**src/rtl/rhi_pkg.sv**
```systemverilog
`default_nettype none
package rhi_pkg;
   localparam int MaxWidth   = 256;
   localparam int MaxHeight  = 256;
   localparam int RayCount   = 32;
   localparam int SampleBits = 16;
   localparam int ColBits    = 8;
   localparam int RowBits    = 8;
   localparam int AddrBits   = ColBits + RowBits;
   localparam int DimBits    = 9;
   localparam int RayBits    = 5;
   localparam int AccBits    = 48;
   localparam int WsumBits   = 24;

   localparam logic [0:0] OP_WRITE = 1'b0;
   localparam logic [0:0] OP_QUERY = 1'b1;

   localparam logic [0:0] CSR_WIDTH  = 1'b0;
   localparam logic [0:0] CSR_HEIGHT = 1'b1;

   typedef struct packed {
      logic                 start;
      logic [ColBits-1:0]   col;
      logic [RowBits-1:0]   row;
      logic [DimBits-1:0]   w;
      logic [DimBits-1:0]   h;
   } walk_cmd_type;

   typedef struct packed {
      logic                  done;
      logic [SampleBits-1:0] value;
   } walk_rsp_type;

   // cos(2*pi*k/64) in Q1.14
   function automatic logic signed [15:0] cos64(input logic [5:0] k);
      logic [4:0] r;
      logic signed [15:0] q;
      logic [4:0] idx;
      logic [15:0] t;
      r = {1'b0, k[3:0]};
      idx = (k[4]) ? (5'd16 - r) : r;
      unique case (idx)
         5'd0: t = 16'd16384;  5'd1: t = 16'd16305;  5'd2: t = 16'd16069;
         5'd3: t = 16'd15679;  5'd4: t = 16'd15137;  5'd5: t = 16'd14449;
         5'd6: t = 16'd13623;  5'd7: t = 16'd12665;  5'd8: t = 16'd11585;
         5'd9: t = 16'd10394;  5'd10: t = 16'd9102;  5'd11: t = 16'd7723;
         5'd12: t = 16'd6270;  5'd13: t = 16'd4756;  5'd14: t = 16'd3196;
         5'd15: t = 16'd1606;  default: t = 16'd0;
      endcase
      q = signed'(t);
      // quadrants 1 and 2 negative
      if (k[5] ^ k[4]) cos64 = -q;
      else cos64 = q;
   endfunction
endpackage
`default_nettype wire

```
**src/rtl/rhi_divider.sv**
```systemverilog
`default_nettype none
module rhi_divider
   import rhi_pkg::*;
(
   input  wire logic                clock,
   input  wire logic                reset,
   input  wire logic                start,
   input  wire logic [AccBits-1:0]  dividend,
   input  wire logic [WsumBits-1:0] divisor,
   output logic                     done,
   output logic [SampleBits-1:0]    quotient
);
   logic [AccBits-1:0]  num_ff, num_in;
   logic [WsumBits:0]   rem_ff, rem_in;
   logic [WsumBits-1:0] den_ff, den_in;
   logic [5:0]          cnt_ff, cnt_in;
   logic                run_ff, run_in;
   logic                done_ff, done_in;
   logic [WsumBits:0]   sh;

   always_comb begin
      num_in = num_ff; rem_in = rem_ff; den_in = den_ff;
      cnt_in = cnt_ff; run_in = run_ff; done_in = 1'b0;
      sh = {rem_ff[WsumBits-1:0], num_ff[AccBits-1]};
      if (start) begin
         num_in = dividend; rem_in = '0; den_in = divisor;
         cnt_in = 6'(AccBits); run_in = 1'b1;
      end else if (run_ff) begin
         // one quotient bit a cycle, restoring
         if (sh >= {1'b0, den_ff}) begin
            rem_in = sh - {1'b0, den_ff};
            num_in = {num_ff[AccBits-2:0], 1'b1};
         end else begin
            rem_in = sh;
            num_in = {num_ff[AccBits-2:0], 1'b0};
         end
         cnt_in = cnt_ff - 6'd1;
         if (cnt_ff == 6'd1) begin
            run_in = 1'b0;
            done_in = 1'b1;
         end
      end
   end

   always_ff @(posedge clock) begin
      num_ff <= num_in; rem_ff <= rem_in; den_ff <= den_in; cnt_ff <= cnt_in;
      if (reset) begin
         run_ff <= 1'b0;
         done_ff <= 1'b0;
      end else begin
         run_ff <= run_in;
         done_ff <= done_in;
      end
   end

   assign done = done_ff;
   assign quotient = num_ff[SampleBits-1:0];
endmodule
`default_nettype wire

```
**src/rtl/rhi_ray_walker.sv**
```systemverilog
`default_nettype none
module rhi_ray_walker
   import rhi_pkg::*;
(
   input  wire logic                  clock,
   input  wire logic                  reset,
   input  wire walk_cmd_type          cmd,
   output logic [AddrBits-1:0]        rd_addr,
   input  wire logic [SampleBits-1:0] rd_data,
   output walk_rsp_type               rsp
);
   localparam logic [2:0] ST_IDLE  = 3'd0;
   localparam logic [2:0] ST_CTR   = 3'd1;
   localparam logic [2:0] ST_STEP  = 3'd2;
   localparam logic [2:0] ST_READ  = 3'd3;
   localparam logic [2:0] ST_CHECK = 3'd4;
   localparam logic [2:0] ST_DIV   = 3'd5;
   localparam logic [2:0] ST_WAIT  = 3'd6;

   logic [2:0]            st_ff, st_in;
   logic [ColBits-1:0]    x_ff, x_in;
   logic [RowBits-1:0]    y_ff, y_in;
   logic [DimBits-1:0]    w_ff, w_in, h_ff, h_in, dist_ff, dist_in;
   logic [RayBits-1:0]    ray_ff, ray_in;
   logic [DimBits-1:0]    j_ff, j_in;
   logic [AccBits-1:0]    acc_ff, acc_in;
   logic [WsumBits-1:0]   wsum_ff, wsum_in;
   logic [16:0]           wt_ff, wt_in;
   logic [AddrBits-1:0]   addr_ff, addr_in;
   logic                  dstart;
   logic                  ddone;
   logic [SampleBits-1:0] quo;
   logic [AccBits-1:0]    dividend;

   logic [5:0]         k;
   logic signed [15:0] dx, dy;
   logic signed [27:0] px, py;
   logic [16:0]        wdiv;
   logic [17:0]        jtenth;
   logic [DimBits-1:0] jnext;
   logic [DimBits-1:0] cx_full, cy_full;
   logic [ColBits-1:0] cx;
   logic [RowBits-1:0] cy;
   logic [23:0]        wt100;

   function automatic logic [DimBits-1:0] clampc(input logic signed [27:0] p,
                                                 input logic [DimBits-1:0] lim);
      logic [13:0] c;
      c = p[27:14];
      if (p < 0) clampc = '0;
      else if ({1'b0, c} >= {6'd0, lim}) clampc = lim - 9'd1;
      else clampc = c[DimBits-1:0];
   endfunction

   // floor(65536/j) for every distance the ray walk can reach
   function automatic logic [16:0] recip_q16(input logic [DimBits-1:0] j);
      unique case (j)
         9'd1: recip_q16 = 17'd65536;   9'd2: recip_q16 = 17'd32768;
         9'd3: recip_q16 = 17'd21845;   9'd4: recip_q16 = 17'd16384;
         9'd5: recip_q16 = 17'd13107;   9'd6: recip_q16 = 17'd10922;
         9'd7: recip_q16 = 17'd9362;    9'd8: recip_q16 = 17'd8192;
         9'd9: recip_q16 = 17'd7281;    9'd10: recip_q16 = 17'd6553;
         9'd11: recip_q16 = 17'd5957;   9'd12: recip_q16 = 17'd5461;
         9'd13: recip_q16 = 17'd5041;   9'd14: recip_q16 = 17'd4681;
         9'd15: recip_q16 = 17'd4369;   9'd16: recip_q16 = 17'd4096;
         9'd17: recip_q16 = 17'd3855;   9'd18: recip_q16 = 17'd3640;
         9'd19: recip_q16 = 17'd3449;   9'd20: recip_q16 = 17'd3276;
         9'd22: recip_q16 = 17'd2978;   9'd24: recip_q16 = 17'd2730;
         9'd26: recip_q16 = 17'd2520;   9'd28: recip_q16 = 17'd2340;
         9'd30: recip_q16 = 17'd2184;   9'd33: recip_q16 = 17'd1985;
         9'd36: recip_q16 = 17'd1820;   9'd39: recip_q16 = 17'd1680;
         9'd42: recip_q16 = 17'd1560;   9'd46: recip_q16 = 17'd1424;
         9'd50: recip_q16 = 17'd1310;   9'd55: recip_q16 = 17'd1191;
         9'd60: recip_q16 = 17'd1092;   9'd66: recip_q16 = 17'd992;
         9'd72: recip_q16 = 17'd910;    9'd79: recip_q16 = 17'd829;
         9'd86: recip_q16 = 17'd762;    9'd94: recip_q16 = 17'd697;
         9'd103: recip_q16 = 17'd636;   9'd113: recip_q16 = 17'd579;
         9'd124: recip_q16 = 17'd528;   9'd136: recip_q16 = 17'd481;
         9'd149: recip_q16 = 17'd439;   9'd163: recip_q16 = 17'd402;
         9'd179: recip_q16 = 17'd366;   9'd196: recip_q16 = 17'd334;
         9'd215: recip_q16 = 17'd304;   9'd236: recip_q16 = 17'd277;
         default: recip_q16 = '0;
      endcase
   endfunction

   always_comb begin
      k  = {ray_ff, 1'b0};
      dx = cos64(k);
      dy = cos64(k + 6'd48);
      px = (28'(x_ff) <<< 14) + 28'(dx) * signed'({19'd0, j_ff}) + 28'sd8192;
      py = (28'(y_ff) <<< 14) + 28'(dy) * signed'({19'd0, j_ff}) + 28'sd8192;
      cx_full = clampc(px, w_ff);
      cy_full = clampc(py, h_ff);
      cx = cx_full[ColBits-1:0];
      cy = cy_full[RowBits-1:0];
      wdiv = recip_q16(j_ff);
      // j/10 as (j*205) >> 11, exact below 1029
      jtenth = 18'(j_ff) * 18'd205;
      jnext = (j_ff < 9'd16) ? j_ff + 9'd1 : j_ff + 9'(jtenth >> 11);
      wt100 = 24'(wt_ff) * 24'd100;
   end

   always_comb begin
      st_in = st_ff; x_in = x_ff; y_in = y_ff; w_in = w_ff; h_in = h_ff;
      dist_in = dist_ff; ray_in = ray_ff; j_in = j_ff; acc_in = acc_ff;
      wsum_in = wsum_ff; wt_in = wt_ff; addr_in = addr_ff; dstart = 1'b0;
      rsp.done = 1'b0; rsp.value = quo;
      unique case (st_ff)
         ST_IDLE: begin
            if (cmd.start) begin
               x_in = cmd.col; y_in = cmd.row;
               w_in = (cmd.w == 9'd0) ? 9'd1 : cmd.w;
               h_in = (cmd.h == 9'd0) ? 9'd1 : cmd.h;
               addr_in = {cmd.row, cmd.col};
               st_in = ST_CTR;
            end
         end
         ST_CTR: st_in = ST_WAIT;
         ST_WAIT: begin
            if (rd_data != '0) begin
               rsp.done = 1'b1; rsp.value = rd_data; st_in = ST_IDLE;
            end else begin
               dist_in = (w_ff > h_ff) ? w_ff : h_ff;
               acc_in = '0; wsum_in = '0; ray_in = '0; j_in = 9'd1;
               st_in = ST_STEP;
            end
         end
         ST_STEP: begin
            wt_in = wdiv;
            addr_in = {cy, cx};
            if (j_ff >= dist_ff) begin
               if (ray_ff == RayBits'(RayCount - 1)) st_in = ST_DIV;
               else begin
                  ray_in = ray_ff + RayBits'(1); j_in = 9'd1;
               end
            end else if (j_ff < 9'd64 && ray_ff[0]) j_in = jnext;
            else st_in = ST_READ;
         end
         ST_READ: begin
            if (wt100 < wsum_ff) begin
               j_in = jnext; st_in = ST_STEP;
            end else st_in = ST_CHECK;
         end
         ST_CHECK: begin
            if (rd_data == '0) j_in = jnext;
            else begin
               acc_in = acc_ff + AccBits'(rd_data) * AccBits'(wt_ff);
               wsum_in = wsum_ff + WsumBits'(wt_ff);
               j_in = dist_ff;
            end
            st_in = ST_STEP;
         end
         ST_DIV: begin
            if (wsum_ff == '0) begin
               rsp.done = 1'b1; rsp.value = '0; st_in = ST_IDLE;
            end else if (ddone) begin
               rsp.done = 1'b1; st_in = ST_IDLE;
            end
         end
         default: st_in = ST_IDLE;
      endcase
      if (st_ff == ST_STEP && st_in == ST_DIV) dstart = 1'b1;
   end

   assign dividend = acc_ff + AccBits'(wsum_ff >> 1);

   rhi_divider u_div (
      .clock(clock), .reset(reset), .start(dstart && wsum_ff != '0),
      .dividend(dividend), .divisor(wsum_ff), .done(ddone), .quotient(quo)
   );

   always_ff @(posedge clock) begin
      x_ff <= x_in; y_ff <= y_in; w_ff <= w_in; h_ff <= h_in; dist_ff <= dist_in;
      ray_ff <= ray_in; j_ff <= j_in; acc_ff <= acc_in; wsum_ff <= wsum_in;
      wt_ff <= wt_in; addr_ff <= addr_in;
      if (reset) st_ff <= ST_IDLE;
      else st_ff <= st_in;
   end

   assign rd_addr = addr_ff;
endmodule
`default_nettype wire

```
**config.mk**
```make
export PLATFORM = sky130hd
export DESIGN_NAME = rhi_ray_walker
export DESIGN_NICKNAME = d
export VERILOG_FILES = /design/src/rtl/rhi_pkg.sv /design/src/rtl/rhi_divider.sv /design/src/rtl/rhi_ray_walker.sv
export SDC_FILE = /design/constraint.sdc
export NUM_CORES = 2
export LEC_CHECK = 0
export BUFFER_PORTS_ARGS = -buffer_cell sky130_fd_sc_hd__buf_2
export CAP_MARGIN = 25
export CORE_ASPECT_RATIO = 1.4
export CORE_MARGIN = 2
export CORE_UTILIZATION = 50
export CTS_BUF_LIST = sky130_fd_sc_hd__clkbuf_16
export CTS_CLUSTER_SIZE = 24
export DETAILED_ROUTE_END_ITERATION = 10
export GPL_TIMING_DRIVEN = 1
export PLACE_DENSITY = 0.71
export SLEW_MARGIN = 20
export SYNTH_ARGS = -nofsm -noshare
export SYNTH_HDL_FRONTEND = slang
export SYNTH_SLANG_ARGS = --single-unit
```
**constraint.sdc**
```tcl
create_clock -name clock -period 34.4 [get_ports clock]
set_input_delay 1.72 -clock clock [delete_from_list [all_inputs] [get_ports clock]]
set_output_delay 1.72 -clock clock [all_outputs]
set_load 0.01 [all_outputs]
```
==> key figures <==
Synthesis
  • Cell variety after synth: 97
  • XOR/XNOR Fraction of Synth Area: 0.0388
  • Post-synth EDFFs: roughly 230
  • Fraction of registers with async set/reset: 0
  • Warning count from the yosys run: 0
  • Synthesized area per cell: about 8.9 um^2
  • Largest family of logic cells by synthesized area: adder cells
  • Sequential-to-total area share from yosys stat: 0.181
  • Top FF cell, synth: edfxtp_1
  • Synth Cell Area: roughly 43000 um^2
  • Simple-gate share of the synthesized area: 0.160
  • Compound-Gate Fraction of Synth Area: 0.116
  • Mapped Cells: between 4k and 5k
  • Flops & latches, synth: around 270
  • Adder-cell share of the synthesized area: 0.401
  • Syn_nets: just under 6k
  • Post-synthesis mux area share: 0.00790

Setup path
  • Launching point of the worst reg2reg path: ray_ff[0]$_SDFFCE_PN0P_
  • CP required: about 35000 ps
  • Max incr delay on CP: 940 ps
  • Worst setup EP type: flop
  • Setup Crit Path Kind: flop to flop
  • CP arrival: around 13000 ps
  • R2R setup slack: ~22000 ps
  • Slowest CP cell: edfxtp_1
  • Length in cells of the worst reg-to-reg path: 39
  • CP startpoint: ray_ff[0]$_SDFFCE_PN0P_
  • Worst R2R End: rd_addr[15]$_DFFE_PP_
  • Highest net fanout along the worst path: 26
  • CP startpoint kind: flop
  • Most used cell, CP: fa_1

Global route
  • Vias in the first global route: about 35k
  • Overall routing resource usage: 0.256
  • Largest net degree at the start of global routing: 75
  • GRT overflow: 0
  • First-pass GRT wire length: 181000 um
  • Initial antenna violation count: 1

Final layout
  • N_diodes: 0
  • Final core occ: 0.536
  • Multi-input gate area: between 30000 and 40000 um^2
  • Share of layout cells above drive strength 1: 0.0507
  • Syn-to-layout area delta: 6.08%
  • Storage element area: 7730 um^2
  • Final nets: 5863
  • FILL cells: just under 8k

Worst hold path
  • Hold WC Path Type: flop to flop
  • Worst Hold Path EP: u_div.rem_ff[13]$_SDFFE_PP0P_
  • Hold Startpoint: u_div.rem_ff[13]$_SDFFE_PP0P_
  • Hold Crit Depth: 2

STA
  • Final Hold Viols: 0
  • Fmax: roughly 79 MHz
  • Worst-margin pin slew: around 1100 ps
  • Max_slew headroom: 0.243
  • Max Slew Vio Count: 0
  • # setup viols final: 0
  • Final Critical Period: around 13000 ps
  • Setup TNS: 0 ps
  • Final Cycle Share: 0.368
  • Clk_skew: between 50 and 60 ps
  • Unrepaired setup endpoints after global routing: no

CTS
  • # H-tree levels: 1
  • CTS Hold Bufs: 0
  • CTS sink cnt: 269
  • Setup Fix Bufs, Post-CTS: 0
  • Num CTS Buffers: 30
  • CTS tree: done
  • Clock slew at reported path FFs: 70 ps
  • Clock Latency Late Sink: roughly 640 ps
  • Clk buf depth: 3
  • Post-CTS resize count: 0
  • Root Buffer: clkbuf_16

Placed design
  • Buffers on Ports: 85
  • Placer Congestion: 0.960
  • DPL Wire Length: a little under 90000 um

Floorplan
  • IO Pins: between 80 and 90
  • Die X: between 200 and 300 um
  • Core area: ~84000 um^2
  • Starting Density: 0.505
  • # rows: roughly 130
  • Die Ht: approximately 350 um
  • Die area: 87600 um^2

Routing
  • Via/cell ratio: between 5 and 6
  • Drt first pass iters: 6
  • DR WL/cell: between 15 and 20 um
  • Residual DRC: 0
  • DR iter-0 viols: ~1.7k
  • Antenna Nets Post-Route: 0
  • Vias: about 33k
  • Final wirelength: ~110000 um

Run
  • MaxCap Viol Count: 0

Outcome
  • Status: finished, final reports clean
[cell type report]
class / instances / area share
tap: 1088 / 0.0301
sequential: 269 / 0.171
multi-input combinational: 3440 / 0.683
inverter: 891 / 0.0740
timing repair buffer: 136 / 0.0193
clock inverter: 26 / 0.00567
clock buffer: 30 / 0.0166
[placed cells by master (no fill, tap or decap), types with 28 or more instances in the layout]
cell type,n
a211oi_1,29
a21o_1,70
a21oi_1,165
a22o_1,29
and2_1,201
and3_1,29
buf_2,85
buf_4,47
clkbuf_16,30
dfxtp_1,35
edfxtp_1,234
fa_1,541
ha_1,501
inv_1,888
mux2i_1,28
nand2_1,585
nand2b_1,45
nand3_1,69
nand4_1,34
nor2_1,247
nor2b_1,44
nor3_1,69
o21a_1,37
o21ai_0,184
xnor2_1,120
xor2_1,69
[logic make-up (layout without fill, tap and decap cells)]
family | count (synthesis) | count (layout)
AO/OA/AOI/OAI | 740 | 740
XOR/XNOR | 189 | 189
adder cells (fa/ha/maj) | 1042 | 1042
buffers and inverters | 1066 | 1083
flip-flops | 269 | 269
multiplexers | 33 | 33
AND/OR/NAND/NOR | 1436 | 1436
[worst max-delay path: cells and delay by family (launching register included)]
family,cells,cell delay (ps)
simple gates,7,1550
fa+ha+maj,9,3880
mux,2,910
buf+inv,5,1060
compound gates,14,3220
xor+xnor,2,820
flops,1,940
[sequential cells by signal (all words and copies together), names as in the netlist]
| register | flops |
|---|---|
| acc_ff | 48 |
| u_div.num_ff | 48 |
| u_div.den_ff | 24 |
| u_div.rem_ff | 24 |
| wsum_ff | 24 |
| wt_ff | 17 |
| rd_addr | 16 |
| dist_ff | 9 |
| h_ff | 9 |
| j_ff | 9 |
| w_ff | 9 |
| x_ff | 8 |
| y_ff | 8 |
| u_div.cnt_ff | 6 |
| ray_ff | 5 |
| st_ff | 3 |
| u_div.done | 1 |
| u_div.run_ff | 1 |
[synth_stat cells, types with 6 or more instances]
master / number / area [um^2]
a211o_1: 8 / 70.1
a211oi_1: 29 / 218
a21boi_0: 18 / 135
a21o_1: 70 / 526
a21oi_1: 165 / 826
a22o_1: 29 / 254
a311oi_1: 6 / 52.6
a31oi_1: 24 / 150
a32o_1: 11 / 110
and2_1: 201 / 1260
and3_1: 29 / 181
buf_1: 18 / 67.6
clkbuf_1: 148 / 556
dfxtp_1: 35 / 701
edfxtp_1: 234 / 7030
fa_1: 541 / 10800
ha_1: 501 / 6270
inv_1: 886 / 3330
mux2i_1: 28 / 280
nand2_1: 587 / 2200
nand2b_1: 45 / 282
nand3_1: 70 / 350
nand4_1: 34 / 213
nor2_1: 248 / 931
nor2b_1: 44 / 275
nor3_1: 71 / 355
nor3b_1: 12 / 90.1
nor4_1: 25 / 156
o2111ai_1: 6 / 52.6
o211ai_1: 23 / 173
o21a_1: 37 / 278
o21ai_0: 184 / 921
o21bai_1: 15 / 113
o31a_1: 6 / 52.6
o31ai_1: 26 / 195
or2_2: 14 / 87.6
or3_1: 22 / 138
or4_1: 6 / 45.0
xnor2_1: 120 / 1050
xor2_1: 69 / 604
[metal layers]
metal	vias up	share of wire	track usage
met4	0	0.046	0.111
met2	938	0.53	0.484
li1	15600	-	-
met5	-	0	0
met3	294	0.045	0.0225
met1	16400	0.38	0.293
[per-stage QoR]
step                std cells  hold slack [ps]  worst slack [ps]  cell area [um^2]
floorplan                4775              444             23490             42600
global placement         5818              467             22150             44100
detailed placement       5822              485             21880             44200
CTS                      5878              494             21870             45200
global route             5880              519             20760             45200
finish                   5880              489             21740             45200
[worst max-delay path by stage]
stage,end,slack [ps],cells past startpoint
final,rd_addr[15]$_DFFE_PP_,21740,39
after global routing,rd_addr[15]$_DFFE_PP_,20760,39
after CTS,rd_addr[15]$_DFFE_PP_,21870,39
after detailed placement,rd_addr[10]$_DFFE_PP_,21880,39
after global placement,rd_addr[10]$_DFFE_PP_,22150,39
after floorplan,rd_addr[10]$_DFFE_PP_,23490,40
Power is not shown: default switching activity piles up to over one toggle a cycle in this logic, so the estimate is an artifact.
